`src/hdl/rbcg_pkg.sv`:
```
// Shared types and constants for the rainbow blink colour generator.
package rbcg_pkg;

  // Configuration port geometry
  localparam int unsigned CfgIdxW  = 2;
  localparam int unsigned CfgDataW = 16;

  // Register indexes
  localparam logic [CfgIdxW-1:0] CfgBlinkHalf = 2'd0;
  localparam logic [CfgIdxW-1:0] CfgHueStep   = 2'd1;

  // Register reset values
  localparam logic [CfgDataW-1:0] BlinkHalfRst = 16'd250;
  localparam logic [CfgDataW-1:0] HueStepRst   = 16'd10;

  // Hue geometry
  localparam int unsigned HueW      = 9;
  localparam int unsigned DegFull   = 360;
  localparam int unsigned DegSector = 60;
  localparam logic [7:0]  FullOn    = 8'd255;

  typedef struct packed {
    logic [7:0] red;
    logic [7:0] green;
    logic [7:0] blue;
  } rgb_t;

endpackage

```
`src/hdl/rbcg_color.sv`:
```
// Hue to full-saturation RGB conversion, black while dark.
module rbcg_color (
  input  logic [rbcg_pkg::HueW-1:0] hue_i,
  input  logic                      lit_i,
  output rbcg_pkg::rgb_t            rgb_o
);
  import rbcg_pkg::*;

  typedef enum logic [2:0] {
    SecRed, SecYellow, SecGreen, SecCyan, SecBlue, SecMagenta
  } sector_e;

  sector_e       sector;
  logic [HueW-1:0] base;
  logic [5:0]    rem;
  logic [9:0]    rem_x17;
  logic [7:0]    up;
  logic [7:0]    down;

  // Sector by threshold compares, remainder against the sector base
  always_comb begin
    if (hue_i >= HueW'(5 * DegSector)) begin
      sector = SecMagenta;
      base   = HueW'(5 * DegSector);
    end else if (hue_i >= HueW'(4 * DegSector)) begin
      sector = SecBlue;
      base   = HueW'(4 * DegSector);
    end else if (hue_i >= HueW'(3 * DegSector)) begin
      sector = SecCyan;
      base   = HueW'(3 * DegSector);
    end else if (hue_i >= HueW'(2 * DegSector)) begin
      sector = SecGreen;
      base   = HueW'(2 * DegSector);
    end else if (hue_i >= HueW'(DegSector)) begin
      sector = SecYellow;
      base   = HueW'(DegSector);
    end else begin
      sector = SecRed;
      base   = '0;
    end
  end

  assign rem = 6'(hue_i - base);

  // rem * 255 / 60 is exactly rem * 17 / 4, floored
  assign rem_x17 = {4'd0, rem} * 10'd17;
  assign up      = rem_x17[9:2];
  assign down    = FullOn - up;

  always_comb begin
    rgb_o = '0;
    if (lit_i) begin
      case (sector)
        SecRed:     rgb_o = '{red: FullOn, green: up,     blue: 8'd0};
        SecYellow:  rgb_o = '{red: down,   green: FullOn, blue: 8'd0};
        SecGreen:   rgb_o = '{red: 8'd0,   green: FullOn, blue: up};
        SecCyan:    rgb_o = '{red: 8'd0,   green: down,   blue: FullOn};
        SecBlue:    rgb_o = '{red: up,     green: 8'd0,   blue: FullOn};
        SecMagenta: rgb_o = '{red: FullOn, green: 8'd0,   blue: down};
        default:    rgb_o = '0;
      endcase
    end
  end

endmodule

```
`src/hdl/rainbow_blink_color_generator_unit.sv`:
```
// A tick is taken into the input register; its colour beat is held in the result register.
// Throughput: one tick per cycle unless a held result stalls the input; the blink and hue
// counters update in one pass between the input register and the result register.
// Reset: asynchronous, active low; the LED starts lit at hue zero, both periods
// return to 250 and 10 ticks, and the first tick always yields a beat.
// Configuration writes are taken every cycle.
module rainbow_blink_color_generator_unit (
  input  logic                          clk_i,
  input  logic                          rst_ni,
  input  logic                          tick_valid_i,
  output logic                          tick_stall_o,
  input  logic                          tick_i,
  input  logic                          cfg_valid_i,
  output logic                          cfg_ready_o,
  input  logic [rbcg_pkg::CfgIdxW-1:0]  cfg_index_i,
  input  logic [rbcg_pkg::CfgDataW-1:0] cfg_data_i,
  output logic                          res_valid_o,
  input  logic                          res_stall_i,
  output logic [7:0]                    red_o,
  output logic [7:0]                    green_o,
  output logic [7:0]                    blue_o,
  output logic                          lit_o
);
  import rbcg_pkg::*;

  // Configuration registers
  logic [CfgDataW-1:0] blink_half_q, hue_step_q;

  // Input register
  logic in_valid_q, in_tick_q;

  // Timer state
  logic [CfgDataW-1:0] blink_cnt_q, blink_cnt_d;
  logic [CfgDataW-1:0] hue_cnt_q, hue_cnt_d;
  logic                lit_q, lit_d;
  logic [HueW-1:0]     hue_q, hue_d;
  logic [HueW-1:0]     prev_hue_q;
  logic                prev_lit_q;
  logic                primed_q;

  // Result register
  logic out_valid_q, out_valid_d;
  rgb_t out_rgb_q;
  logic out_lit_q;

  logic            advance, work, emit;
  logic [CfgDataW-1:0] blink_inc, hue_inc;
  logic [HueW:0]   hue_next;
  rgb_t            rgb;

  assign cfg_ready_o = 1'b1;

  // Pipeline advances whenever the result register is free or being drained
  assign advance      = !out_valid_q || !res_stall_i;
  assign tick_stall_o = in_valid_q && !advance;
  assign work         = in_valid_q && in_tick_q && advance;

  // Emission decision on the state held before this tick
  assign emit = !primed_q || (lit_q != prev_lit_q) || (lit_q && (hue_q != prev_hue_q));

  // Sub-counter updates
  assign blink_inc = blink_cnt_q + 16'd1;
  assign hue_inc   = hue_cnt_q + 16'd1;
  assign hue_next  = {1'b0, hue_q} + 10'd1;

  always_comb begin
    blink_cnt_d = blink_inc;
    lit_d       = lit_q;
    if (blink_inc >= blink_half_q) begin
      blink_cnt_d = '0;
      lit_d       = !lit_q;
    end
    hue_cnt_d = hue_inc;
    hue_d     = hue_q;
    if (hue_inc >= hue_step_q) begin
      hue_cnt_d = '0;
      hue_d     = (hue_next >= 10'(DegFull)) ? '0 : hue_next[HueW-1:0];
    end
  end

  rbcg_color u_color (
    .hue_i (hue_q),
    .lit_i (lit_q),
    .rgb_o (rgb)
  );

  always_comb begin
    out_valid_d = out_valid_q;
    if (advance) begin
      out_valid_d = work && emit;
    end
  end

  // Configuration registers
  always_ff @(posedge clk_i or negedge rst_ni) begin
    if (!rst_ni) begin
      blink_half_q <= BlinkHalfRst;
      hue_step_q   <= HueStepRst;
    end else if (cfg_valid_i && cfg_ready_o) begin
      case (cfg_index_i)
        CfgBlinkHalf: blink_half_q <= cfg_data_i;
        CfgHueStep:   hue_step_q   <= cfg_data_i;
        default:      ;
      endcase
    end
  end

  // Input register
  always_ff @(posedge clk_i or negedge rst_ni) begin
    if (!rst_ni) begin
      in_valid_q <= 1'b0;
    end else if (!tick_stall_o) begin
      in_valid_q <= tick_valid_i;
    end
  end

  always_ff @(posedge clk_i) begin
    if (!tick_stall_o) begin
      in_tick_q <= tick_i;
    end
  end

  // Timer state
  always_ff @(posedge clk_i or negedge rst_ni) begin
    if (!rst_ni) begin
      blink_cnt_q <= '0;
      hue_cnt_q   <= '0;
      lit_q       <= 1'b1;
      hue_q       <= '0;
      prev_hue_q  <= '0;
      prev_lit_q  <= 1'b0;
      primed_q    <= 1'b0;
    end else if (work) begin
      blink_cnt_q <= blink_cnt_d;
      hue_cnt_q   <= hue_cnt_d;
      lit_q       <= lit_d;
      hue_q       <= hue_d;
      prev_hue_q  <= hue_q;
      prev_lit_q  <= lit_q;
      primed_q    <= 1'b1;
    end
  end

  // Result register
  always_ff @(posedge clk_i or negedge rst_ni) begin
    if (!rst_ni) begin
      out_valid_q <= 1'b0;
    end else begin
      out_valid_q <= out_valid_d;
    end
  end

  always_ff @(posedge clk_i) begin
    if (work && emit) begin
      out_rgb_q <= rgb;
      out_lit_q <= lit_q;
    end
  end

  assign res_valid_o = out_valid_q;
  assign red_o       = out_rgb_q.red;
  assign green_o     = out_rgb_q.green;
  assign blue_o      = out_rgb_q.blue;
  assign lit_o       = out_lit_q;

  // Hue stays within one turn
  a_hue_range : assert property (@(posedge clk_i) disable iff (!rst_ni)
    hue_q < HueW'(DegFull))
    else $error("hue out of range");

  // A dark beat is black
  a_dark_black : assert property (@(posedge clk_i) disable iff (!rst_ni)
    (out_valid_q && !out_lit_q) |-> (out_rgb_q == '0))
    else $error("dark beat carries colour");

  // A lit beat has one channel at full intensity
  a_lit_full : assert property (@(posedge clk_i) disable iff (!rst_ni)
    (out_valid_q && out_lit_q) |->
      (out_rgb_q.red == FullOn || out_rgb_q.green == FullOn || out_rgb_q.blue == FullOn))
    else $error("lit beat without a full channel");

  // Once primed, stays primed until reset
  a_primed_sticky : assert property (@(posedge clk_i) disable iff (!rst_ni)
    primed_q |=> primed_q)
    else $error("primed flag dropped");

  // Input side stalls only behind a held result
  a_stall_cause : assert property (@(posedge clk_i) disable iff (!rst_ni)
    tick_stall_o |-> (out_valid_q && res_stall_i && in_valid_q))
    else $error("spurious input stall");

endmodule

```
`config.mk`:
```
export PLATFORM = sky130hd
export DESIGN_NAME = rainbow_blink_color_generator_unit
export DESIGN_NICKNAME = d
export VERILOG_FILES = /design/src/hdl/rbcg_pkg.sv /design/src/hdl/rbcg_color.sv /design/src/hdl/rainbow_blink_color_generator_unit.sv
export SDC_FILE = /design/constraint.sdc
export NUM_CORES = 1
export LEC_CHECK = 0
export ABC_CLOCK_PERIOD_IN_PS = 8600
export BUFFER_PORTS_ARGS = -buffer_cell sky130_fd_sc_hd__buf_2
export CORE_ASPECT_RATIO = 0.6
export CORE_MARGIN = 4
export CORE_UTILIZATION = 55
export CTS_BUF_LIST = sky130_fd_sc_hd__clkbuf_2 sky130_fd_sc_hd__clkbuf_4 sky130_fd_sc_hd__clkbuf_8
export DETAILED_ROUTE_END_ITERATION = 8
export PLACE_DENSITY = 0.8
export SLEW_MARGIN = 10
export SYNTH_ARGS = -nofsm -noshare
export SYNTH_HDL_FRONTEND = slang
export SYNTH_SLANG_ARGS = --single-unit
```
`constraint.sdc`:
```
create_clock -name clk_i -period 8.6 [get_ports clk_i]
set_clock_uncertainty 0.2 [all_clocks]
set_input_delay 0.43 -clock clk_i [delete_from_list [all_inputs] [get_ports clk_i]]
set_output_delay 0.43 -clock clk_i [all_outputs]
set_load 0.05 [all_outputs]
```
==> impl_metrics.csv <==
group,metric,value,unit
clocking,clockBufferDepth,2,
sta,timing.fmax,189,MHz
finish,stdcell_count,921,
sta,whs,0.0199,ns
global_routing,overflow,0,
setup_path,critPathKind,"flip-flop to flip-flop",
setup_path,cp.arrival,5.23,ns
global_routing,antenna_found_initial,0,
global_routing,grt_pass1_vias,5456,
synth,yosysUniqueCellTypes,67,
sta,finalSetupTns,0,ns
clocking,cts_tree,"built",
synth,synth_top_family_by_area,"compound AO/OA/AOI/OAI gates",
synth,synth-xor-area-share,0.0576,
synth,synthMuxAreaShare,0.0353,
synth,synthArstFlopShare,0.770,
sta,fin_crit,5.28,ns
place,placed_cells,885,
place,portBuffers,50,
finish,areaGrowthSynthToFinish,12.4,%
power_and_ir_drop,cellPowerDensity,202,nW/um^2
synth,synth-compound-area-share,0.176,
run,max_cap_viol_count,0,
clocking,cts_htree_levels,4,
synth,yosys.area_share.adder,0.0853,
synth,yosys_register_bits,113,
setup_path,cpMostUsedCell,"ha_1",
place,gp_congestion,0.902,
hold_path,hold_class,"primary input to flip-flop",
synth,syn_area,6770,sq um
die,pin_count,52,
synth,yosysMostFrequentCell,"nand2_1",
finish,nFillCells,962,
sta,setup_viol,0,
routing,via_per_inst,6.05,
synth,yosysSeqAreaShare,0.438,
synth,synth_top_area_frac,0.288,
power_and_ir_drop,leakagePower,3.51,nW
clocking,clk_latency,0.44,ns
setup_path,slowest_delay,0.68,ns
routing,via_count,5571,
clocking,clock_sinks,113,
routing,drc,0,
synth,synth_cells,701,
clocking,clkSlewWorstSetupHoldPaths,0.07,ns
setup_path,crit_chain,"nand2_1, nor2_1, o21ai_0, a21oi_1, or2_2, inv_1, ha_1, nor2b_1, o21ai_0, nand2b_1, xnor2_1, ha_1, ha_1, fa_1, xnor2_1, nor2_1, a21oi_1, a21boi_0",
synth,synth_nets,770,
global_routing,grt_max_degree,88,
setup_path,crit_required,8.55,ns
synth,ys.warnings.count,0,
routing,first_pass_iters,5,
finish,fin_nets,812,
power_and_ir_drop,vdd_drop_max,0.113,mV
setup_path,end_kind,"flip-flop",
synth,synth_area_per_cell,9.66,sq um
sta,slew_headroom,0.271,
sta,finalHoldViolCount,0,
clocking,cts_made_buffers,17,
sta,min_period_over_period,0.614,
setup_path,worstSetupStartpointType,"flip-flop",
global_routing,track_usage,0.245,
routing,wl_per_cell,17.8,um
setup_path,crit_fanout,16,
clocking,clockRootBuffer,"clkbuf_8",
routing,drtAntennaViolNets,0,
synth,synthSimpleGateAreaFrac,0.158,
setup_path,cp_top_family,"compound AO/OA/AOI/OAI gates",
routing,wl,16400,um
synth,yosys-top-cells-area,"dfrtp_1 (29%), edfxtp_1 (12%), ha_1 (7.9%)",
setup_path,cpMaxStageDelayCell,"dfrtp_1",
sta,rsz0062_at_grt,"no",
global_routing,grt_pass1_wl,27500,um
synth,synth-edff-count,26,
status,status,"completed",
die,dieArea,14200,sq um
setup_path,r2r_slack,3.32,ns
setup_path,critPathBufInv,1,
finish,n_antenna_cell,0,
finish,drive_gt1_frac,0.181,
sta,slew_viol_final,0,
synth,yosys.area.top_type,"dfrtp_1",
synth,synth_common_cells,"nand2_1 (91), dfrtp_1 (78), inv_1 (49)",
place,place_hpwl,11700,um
synth,synth_flop_cell,"dfrtp_1",
die,start_util,0.562,
die,rows,31,
die,core,12100,sq um
die,fp.dieH,94.0,um
die,die_width,151,um
sta,worst_pin_slew,1.09,ns
routing,drt_iter0_markers,570,
==> final cells by class <==
cell class	count	area [sq um]	area share
clock buffers	20	256	0.0337
inverters	50	188	0.0246
repair buffers	56	325	0.0427
clock inverters	12	189	0.0248
multi-input cells	505	3480	0.457
well taps	165	206	0.0271
flip-flops and latches	113	2970	0.390
==> state kept, by name, summed over array words and instances (netlist names), 8 cells and up <==
signal / count
blink_cnt_q: 16
blink_half_q: 16
hue_cnt_q: 16
hue_step_q: 16
hue_q: 9
prev_hue_q: 9
blue_o: 8
green_o: 8
red_o: 8
==> report_power, final <==
part / internal [W] / switching [W]
registers: 0.000610 / 0.0000538
logic: 0.000127 / 0.000170
clock network: 0.000351 / 0.000226
==> through the flow <==
| step | util | instance area, sq um | power [W] | worst slack [ns] |
|---|---|---|---|---|
| after CTS | 0.628 | 7580 | 0.00153 | 3.43 |
| after global placement | 0.590 | 7110 | 0.000935 | 3.72 |
| final | 0.631 | 7610 | 0.00154 | 3.32 |
| after floorplan | - | 6770 | 0.000872 | 4.31 |
| after global routing | 0.631 | 7610 | 0.00162 | 2.93 |
| after detailed placement | 0.590 | 7110 | 0.000962 | 3.46 |
==> logic make-up (layout without fill, tap and decap cells) <==
group	after synthesis	after routing
other	1	1
xor gates and xnor gates	43	43
buffers and inverters	83	138
and+or+nand+nor	222	222
muxes	21	21
DFF	113	113
adders and majority gates	45	45
AOI/OAI and AO/OA	173	173
==> cell usage in the layout (no fill, tap or decap), types with 17 or more instances in the layout <==
master and count:
mux2_2 19, nor2_1 30, a21oi_1 22, nand2_1 91
inv_1 49, buf_2 49, o21ai_0 42, clkbuf_8 17
edfxtp_1 26, o21ai_1 18, dfrtp_1 78, xnor2_1 29
nand3_1 29, ha_1 43
==> path summary, 6_finish.rpt <==
kind	from	to	depth (start not counted)
worst max-delay path	hue_q[4]$_DFFE_PN0P_	blue_o[5]$_SDFFCE_PN0P_	18
worst min-delay path	cfg_data_i[13]	blink_half_q[13]$_DFFE_PN0P_	3
worst max register to register	hue_q[4]$_DFFE_PN0P_	blue_o[5]$_SDFFCE_PN0P_	18
worst min register to register	primed_q$_DFFE_PN0P_	primed_q$_DFFE_PN0P_	1
max in group asynchronous	rst_ni	hue_step_q[3]$_DFFE_PN1P_	3
min in group asynchronous	rst_ni	blink_cnt_q[13]$_DFFE_PN0P_	2
==> worst min-delay path, stage by stage <==
cell and delay (ns):
buf_2 0.09, nand2_1 0.04, o21ai_0 0.06
==> metal layers <==
metal  up-vias  wire length, um  global-route usage
met2       264             7410               0.369
met3        30             1280              0.0516
met1      2715             7480               0.355
li1       2562                -                   -
met5         -                0                   0
met4         0              262              0.0792
==> timing repair <==
| action | 4_1_cts | 5_1_grt |
|---|---|---|
| buffers inserted | 0 | 0 |
| gates resized for setup | 0 | 0 |
| hold endpoints to repair | 2 | 22 |
| hold buffers | 2 | 1 |
Power figures use the tool's default switching activity.
